===== src/rtl/smapd_pkg.sv =====
// package for the slider moving-average pd joint controller
// types, constants and slider mapping; no dependencies
package smapd_pkg;
  localparam int unsigned WindowDepth = 64;
  localparam int unsigned JointCount  = 12;
  localparam int unsigned SampleW     = 19;
  localparam int unsigned SumW        = 25;
  localparam int unsigned TorqueW     = 20;
  localparam int unsigned QueueDepth  = 2;
  localparam logic [17:0] PiQ16       = 18'd205887;
  localparam logic [1:0] RegGainP = 2'd0;
  localparam logic [1:0] RegGainD = 2'd1;
  localparam logic [1:0] RegWinLen = 2'd2;
  localparam logic CmdCapture = 1'b0;
  localparam logic CmdTick    = 1'b1;
  localparam logic signed [TorqueW-1:0] TorqueMax = 20'sd524287;
  localparam logic signed [TorqueW-1:0] TorqueMin = -20'sd524288;

  // classified item handed from front to back
  typedef struct packed {
    logic               capture;
    logic               valid_joint;
    logic [3:0]         joint;
    logic signed [18:0] sample;
    logic signed [15:0] position;
    logic signed [15:0] velocity;
    logic               enabled;
  } item_t;

  // map the two sliders onto one joint, Q2.16
  function automatic logic signed [18:0] map_value(input logic [3:0] j,
      input logic [15:0] a, input logic [15:0] b);
    logic [1:0] leg;
    logic [1:0] axis;
    logic signed [18:0] v;
    leg  = (j >= 4'd9) ? 2'd3 : (j >= 4'd6) ? 2'd2 : (j >= 4'd3) ? 2'd1 : 2'd0;
    axis = 2'(j - 4'(leg) * 4'd3);
    case (axis)
      2'd0:    v = $signed({3'b000, a}) - 19'sd32768;
      2'd1:    v = $signed({3'b000, b});
      default: v = 19'sd131072 - $signed({2'b00, b, 1'b0});
    endcase
    if (leg[1] && axis != 2'd0) v = -v;
    if (j == 4'd3 || j == 4'd9) v = -v;
    return v;
  endfunction
endpackage


===== src/rtl/smapd_if.sv =====
// valid/ready channel interfaces for the controller
// no dependencies
interface smapd_in_if;
  logic        valid;
  logic        ready;
  logic        command;
  logic [3:0]  joint;
  logic [15:0] knob_a;
  logic [15:0] knob_b;
  logic signed [15:0] joint_position;
  logic signed [15:0] joint_velocity;
  logic        motor_on;
  modport source (output valid, command, joint, knob_a, knob_b, joint_position,
                  joint_velocity, motor_on, input ready);
  modport sink (input valid, command, joint, knob_a, knob_b, joint_position,
                joint_velocity, motor_on, output ready);
endinterface



===== src/rtl/smapd_front.sv =====
// front end: accepts input transactions, maps sliders, queues items
// depends on smapd_pkg and smapd_if
module smapd_front (
  input  logic clk_i,
  input  logic rst_ni,
  smapd_in_if.sink    in_i,
  output logic           item_valid_o,
  input  logic           item_pop_i,
  output smapd_pkg::item_t item_o
);
  localparam int unsigned QD = smapd_pkg::QueueDepth;
  smapd_pkg::item_t q_q [QD];
  logic [$clog2(QD)-1:0] wr_q, rd_q;
  logic [$clog2(QD):0]   cnt_q;
  logic push;
  smapd_pkg::item_t it;

  assign in_i.ready = (cnt_q != ($clog2(QD)+1)'(QD));
  assign push = in_i.valid && in_i.ready;

  // classify incoming transaction
  always_comb begin
    it.capture     = (in_i.command == smapd_pkg::CmdCapture);
    it.valid_joint = 32'(in_i.joint) < smapd_pkg::JointCount;
    it.joint       = in_i.joint;
    it.sample      = smapd_pkg::map_value(in_i.joint, in_i.knob_a, in_i.knob_b);
    it.position    = in_i.joint_position;
    it.velocity    = in_i.joint_velocity;
    it.enabled     = in_i.motor_on;
  end

  // small fifo
  always_ff @(posedge clk_i or negedge rst_ni) begin
    if (!rst_ni) begin
      wr_q <= '0;
      rd_q <= '0;
      cnt_q <= '0;
    end else begin
      if (push) wr_q <= ($clog2(QD))'((32'(wr_q) + 1) % QD);
      if (item_pop_i) rd_q <= ($clog2(QD))'((32'(rd_q) + 1) % QD);
      cnt_q <= cnt_q + ($clog2(QD)+1)'(push) - ($clog2(QD)+1)'(item_pop_i);
    end
  end
  always_ff @(posedge clk_i) begin
    if (push) q_q[wr_q] <= it;
  end

  assign item_valid_o = cnt_q != '0;
  assign item_o = q_q[rd_q];
endmodule


===== src/flat_wrapper.sv =====
// flat-port wrapper written by rule: the top's interface ports become plain ports
module smapd_front_flat 
  (clk_i, rst_ni, item_valid_o, item_pop_i, item_o, in_i_valid, in_i_command, in_i_joint, in_i_knob_a, in_i_knob_b, in_i_joint_position, in_i_joint_velocity, in_i_motor_on, in_i_ready);
  smapd_in_if in_i_i ();
  input  logic clk_i;
  input  logic rst_ni;
  output logic item_valid_o;
  input  logic item_pop_i;
  output smapd_pkg::item_t item_o;
  input wire logic [$bits(in_i_i.valid)-1:0] in_i_valid;
  input wire logic [$bits(in_i_i.command)-1:0] in_i_command;
  input wire logic [$bits(in_i_i.joint)-1:0] in_i_joint;
  input wire logic [$bits(in_i_i.knob_a)-1:0] in_i_knob_a;
  input wire logic [$bits(in_i_i.knob_b)-1:0] in_i_knob_b;
  input wire logic [$bits(in_i_i.joint_position)-1:0] in_i_joint_position;
  input wire logic [$bits(in_i_i.joint_velocity)-1:0] in_i_joint_velocity;
  input wire logic [$bits(in_i_i.motor_on)-1:0] in_i_motor_on;
  output wire logic [$bits(in_i_i.ready)-1:0] in_i_ready;
  assign in_i_i.valid = in_i_valid;
  assign in_i_i.command = in_i_command;
  assign in_i_i.joint = in_i_joint;
  assign in_i_i.knob_a = in_i_knob_a;
  assign in_i_i.knob_b = in_i_knob_b;
  assign in_i_i.joint_position = in_i_joint_position;
  assign in_i_i.joint_velocity = in_i_joint_velocity;
  assign in_i_i.motor_on = in_i_motor_on;
  assign in_i_ready = in_i_i.ready;
  smapd_front u_core (.clk_i(clk_i), .rst_ni(rst_ni), .in_i(in_i_i), .item_valid_o(item_valid_o), .item_pop_i(item_pop_i), .item_o(item_o));
endmodule

===== config.mk =====
export PLATFORM = sky130hd
export DESIGN_NAME = smapd_front_flat
export DESIGN_NICKNAME = d
export VERILOG_FILES = /design/src/rtl/smapd_pkg.sv /design/src/rtl/smapd_if.sv /design/src/rtl/smapd_front.sv /design/src/flat_wrapper.sv
export SDC_FILE = /design/constraint.sdc
export NUM_CORES = 1
export LEC_CHECK = 0
export ABC_AREA = 1
export BUFFER_PORTS_ARGS = -buffer_cell sky130_fd_sc_hd__buf_2
export CAP_MARGIN = 20
export CELL_PAD_IN_SITES_DETAIL_PLACEMENT = 1
export CELL_PAD_IN_SITES_GLOBAL_PLACEMENT = 2
export CORE_MARGIN = 8
export CORE_UTILIZATION = 35
export DETAILED_ROUTE_END_ITERATION = 6
export GPL_TIMING_DRIVEN = 0
export PLACE_DENSITY = 0.92
export SLEW_MARGIN = 30
export SYNTH_ARGS = -nofsm -noshare
export SYNTH_HDL_FRONTEND = slang
export SYNTH_SLANG_ARGS = --single-unit

===== constraint.sdc =====
create_clock -name clk_i -period 7.3 [get_ports clk_i]
set_input_delay 1.095 -clock clk_i [delete_from_list [all_inputs] [get_ports clk_i]]
set_output_delay 1.095 -clock clk_i [all_outputs]
set_load 0.02 [all_outputs]

==> Word level (Yosys, flattened, before mapping) <==
Memories as Yosys holds them, arrays and structs flattened.
Index checks and enable logic that the tools add are counted.
{ "totals": {"ff_bits": 4, "ramBits": 116, "input_bits": 74, "output_inout_bits": 60, "elab_cells": 37, "n_memories": 1} }
{ "op_classes": {"addsub": 9, "multipliers": 1, "n_lt_le_gt_ge": 4, "eq_ne": 4, "n_mux": 8, "bitwise": 1, "reduce_logical": 6} }
{ "memory_table": {"columns": ["memory", "words", "word_bits", "read_ports", "rd_ports_with_merged_regs", "wr", "line", "source"], "rows": [
  ["u_core.q_q", 2, 58, 1, 0, 1, "smapd_front.sv:12", "smapd_pkg::item_t q_q [QD];"]
]} }
{ "ops": {"columns": ["cell", "count"], "rows": [
  ["19-bit two-way mux", 2],
  ["19-bit negation", 2],
  ["19-bit case mux with 2 select lines", 1],
  ["18-bit by 17-bit subtractor with 19-bit output (first input constant)", 1],
  ["16-bit by 16-bit subtractor with 17-bit output (second input constant)", 1],
  ["4-bit by 2-bit equality test with 1-bit output (second input constant)", 1],
  ["4-bit equality test (second input constant)", 1],
  ["4-bit by 2-bit >= comparator with 1-bit output (second input constant)", 1],
  ["4-bit by 3-bit >= comparator with 1-bit output (second input constant)", 1],
  ["4-bit >= comparator (second input constant)", 1],
  ["4-bit < comparator (second input constant)", 1],
  ["2-bit two-way mux", 2],
  ["2-bit nonzero test", 2],
  ["1-bit two-way mux", 3],
  ["1-bit adder (second input constant)", 2],
  ["2-bit by 1-bit adder with 2-bit output", 1],
  ["2-bit by 1-bit equality test with 1-bit output (second input constant)", 1],
  ["1-bit logical AND", 2],
  ["2-bit logical NOT", 1],
  ["2-bit by 1-bit multiplier with 2-bit output (second input constant)", 1],
  ["2-bit != test (second input constant)", 1],
  ["2-bit by 1-bit subtractor with 2-bit output", 1],
  ["2-bit subtractor", 1],
  ["1-bit logical OR", 1],
  ["1-bit inverter", 1]
]} }

==> Depth between registers and ports, before layout <==
{ "logic_depth": {"word_depth": 12, "depth_mapped": 33, "mapped_depth_nobuf": 32} }

==> Least setup slack after synthesis <==
Ideal clock, no wire load.
{ "synth_timing": {"path_kind": "in2reg", "startpoint": "in in_i_joint[3]", "endpoint": "mem u_core.q_q[0][46] in the netlist's numbering (data pin)", "setup_time_ns": 0.257, "arrival_ns": 4.104, "required_ns": 7.043, "slack_ns": 2.939, "path_stages": 29, "n_path_buf": 0, "path_cell_list": "nor2_1 -> nor2_1 -> o21ai_0 -> nand2_1 -> ha_1 -> inv_1 -> ha_1 -> nor2_1 -> nand2_1 -> nand2_1 -> nand2_2 -> nand2_4 -> nand2_1 -> o21ai_2 -> inv_2 -> ha_1 -> nor2_1 -> nand2_1 -> nand2_2 -> inv_2 -> nor2_2 -> nand3_1 -> nor2_2 -> nand2_2 -> nor2_4 -> nand3_1 -> nand2_2 -> xor2_1 -> inv_1"} }
{ "synth_rtl": {"columns": ["item", "line", "source"], "rows": [
  ["from (decl)", "flat_wrapper.sv:12", "input wire logic [$bits(in_i_i.joint)-1:0] in_i_joint;"],
  ["to (decl)", "smapd_front.sv:12", null]
]} }

==> impl_metrics.json <==
{
  "async_flop_share": 0.0333,
  "slowest_stage": "ha_1",
  "post_drt_via_cell_ratio": 4.80,
  "port_buffers": 133,
  "synth_area_mm2": 0.00663,
  "synth_seq_cells": 120,
  "path_max_fanout": 8,
  "synth_most_common_cell": "nand2_1",
  "finalNonFillerCells": 1061,
  "multi_input_area_mm2": 0.00270,
  "synth_xor_area_frac": 0.0300,
  "synth-simple-area-share": 0.246,
  "drc_errors": 0,
  "ant_nets": 0,
  "design.die.area_mm2": 0.0236,
  "setup_viol": 0,
  "dp_hpwl_um": 14200,
  "antenna_found_initial": 0,
  "ys.flop_type": "edfxtp_1",
  "num_rows": 50,
  "place.gp.congestion": 0.811,
  "place_ws_ns": 2.17,
  "netlist.top_cell.by_area": "edfxtp_1",
  "grt_util_all_layers": 0.159,
  "synth_top_family_by_area": "simple AND/OR/NAND/NOR gates",
  "core_mm2": 0.0186,
  "die_w_um": 154,
  "cts_setup_buffers": 0,
  "drt-wirelength-per-cell_um": 17.4,
  "slowest_delay_ns": 0.30,
  "ys_seq_area_frac": 0.540,
  "cp-end-kind": "register",
  "htreeDepth": 4,
  "worstMarginPinSlew_ns": 0.695,
  "p_per_area_mw_per_mm2": 376,
  "synth_top_area_frac": 0.525,
  "hold_viol": 0,
  "grt_overflow": 0,
  "leakagePower_nw": 3.61,
  "synth.avg_cell_area_um2": 10.1,
  "synthMuxAreaShare": 0.0985,
  "syn_to_final_growth_pct": 25.6,
  "tns_ns": 0,
  "critPathLaunchType": "primary input",
  "syn_nets": 736,
  "start_util": 0.356,
  "r2r_setup_slack_ns": 5.40,
  "place_inst": 1028,
  "drive_gt1_frac": 0.359,
  "io_pins": 134,
  "cpMostUsedCell": "nand2_1",
  "clk_latency_ns": 0.41,
  "r2r-start": "u_core.cnt_q[1]",
  "die_y_um": 154,
  "peakVddDrop_uv": 174,
  "drt_pre_antenna_iters": 6,
  "final_max_slew_viol_count": 0,
  "status": "finished clean",
  "grt_max_degree": 20,
  "rsz0062_at_grt": "no",
  "cts.sink_count": 120,
  "fmax_mhz": 214,
  "finalWirelength_um": 18500,
  "hold_class": "in -> async",
  "ys_warn_count": 0,
  "cp.arrival_ns": 4.81,
  "cts_tree": "built",
  "netlist_top_cells_count": "nand2_1, edfxtp_1, nand3_1, inv_1, mux2_2",
  "post-route-util": 0.447,
  "cts_root_buf": "clkbuf_16",
  "worstSetupPathType": "in -> reg",
  "crit_start": "in_i_joint[1]",
  "period_minus_slack_ns": 4.66,
  "final_min_period_over_clock_period": 0.639,
  "rr_worst_depth": 5,
  "synthTopCellsByArea": "edfxtp_1, mux2_2, nand2_1",
  "synth_compound_area_frac": 0.0141,
  "crit_end": "u_core.q_q[1][46]",
  "synth_enable_flop_cells": 116,
  "fin_skew_ns": 0.0108,
  "max-cap-violations": 0,
  "fin_nets": 895,
  "reg2reg_to": "u_core.q_q[0][16]",
  "regArea_mm2": 0.00358,
  "finalWorstSetupSlack_ns": 2.64,
  "grt_pass1_wl_um": 29600,
  "vias": 5097,
  "synthCells": 654,
  "grt_pass1_vias": 5456,
  "synth_cell_types": 34,
  "drt_iter0_markers": 199,
  "cts_buffer_depth": 2,
  "path_clk_slew_ns": 0.05,
  "slew_headroom": 0.537,
  "critPathRequiredTime_ns": 7.45,
  "cts_hold_buf": 0,
  "synthAdderAreaFrac": 0.0151,
  "fill_cells": 2121,
  "cts_resized": 0,
  "cts_buffers": 17
}
state kept, by name, summed over array words and instances (netlist names):
signal and cells:
u_core.cnt_q 2, u_core.q_q 116, u_core.rd_q 1, u_core.wr_q 1
critical path, delay by kind of cell:
kind	cells	cell delay, ns
AND/OR/NAND/NOR	19	2.08
XOR/XNOR	1	0.15
adder cells (fa/ha/maj)	3	0.71
AO/OA/AOI/OAI	2	0.36
buffers and inverters	5	0.42
area by class of cell:
class / instances / area share
buffer: 16 / 0.0120
timing repair buffer: 140 / 0.100
clock inverter: 12 / 0.0132
sequential: 120 / 0.430
inverter: 72 / 0.0324
multi-input combinational: 446 / 0.324
clock buffer: 19 / 0.0520
tap: 234 / 0.0351
antenna: 2 / 0.000601
cells in the final DEF, fill, tap and decap left out, drive strengths merged:
master,count
nor4,2
nand3b,3
xnor2,10
mux2,58
a31oi,1
o21ai,10
edfxtp,116
xor2,11
dfrtp,4
nand3,96
buf,152
ha,8
or2,2
nand4,9
inv,72
clkbuf,23
clkinvlp,2
diode,2
nand2,158
a21oi,4
clkinv,8
bufinv,2
o31ai,1
and2,1
nor2,72
through the flow:
stage                     instance area, µm²  total power [mW]  hold WS [ns]
after floorplan                         6630              1.92         0.487
after global placement                  7590              2.27         0.505
after detailed placement                7780              2.38         0.638
after CTS                               8330              3.18         0.473
after global routing                    8330              3.31         0.472
final                                   8330              3.13         0.488
logic make-up after synthesis:
family	Yosys count
simple gates	343
flops	120
compound gates	16
fa+ha+maj	8
buf+inv	88
xor+xnor	21
mux	58
routing by layer:
| metal | vias to the layer above | share of wire | global-route usage | routed length, µm |
|---|---|---|---|---|
| li1 | 2539 | - | - | - |
| met1 | 2406 | 0.46 | 0.193 | 8450 |
| met2 | 142 | 0.49 | 0.279 | 9040 |
| met3 | 10 | 0.045 | 0.0345 | 842 |
| met4 | 0 | 0.0094 | 0.0425 | 174 |
| met5 | - | 0 | 0 | 0 |
report_power, final:
part | total (mW) | switching, mW | internal, mW
Clock | 0.769 | 0.277 | 0.491
Sequential | 1.03 | 0.0475 | 0.979
Combinational | 1.34 | 0.842 | 0.497
worst min path at each step:
stage / slack, ns / end / from
after floorplan: 0.49 / u_core.wr_q / u_core.wr_q
after global placement: 0.50 / u_core.wr_q / u_core.wr_q
final: 0.49 / u_core.cnt_q[1] / rst_ni
after detailed placement: 0.64 / u_core.cnt_q[1] / u_core.cnt_q[1]
after global routing: 0.47 / u_core.cnt_q[1] / rst_ni
after CTS: 0.47 / u_core.cnt_q[0] / rst_ni
No activity file was read; power rests on OpenSTA's default activity.
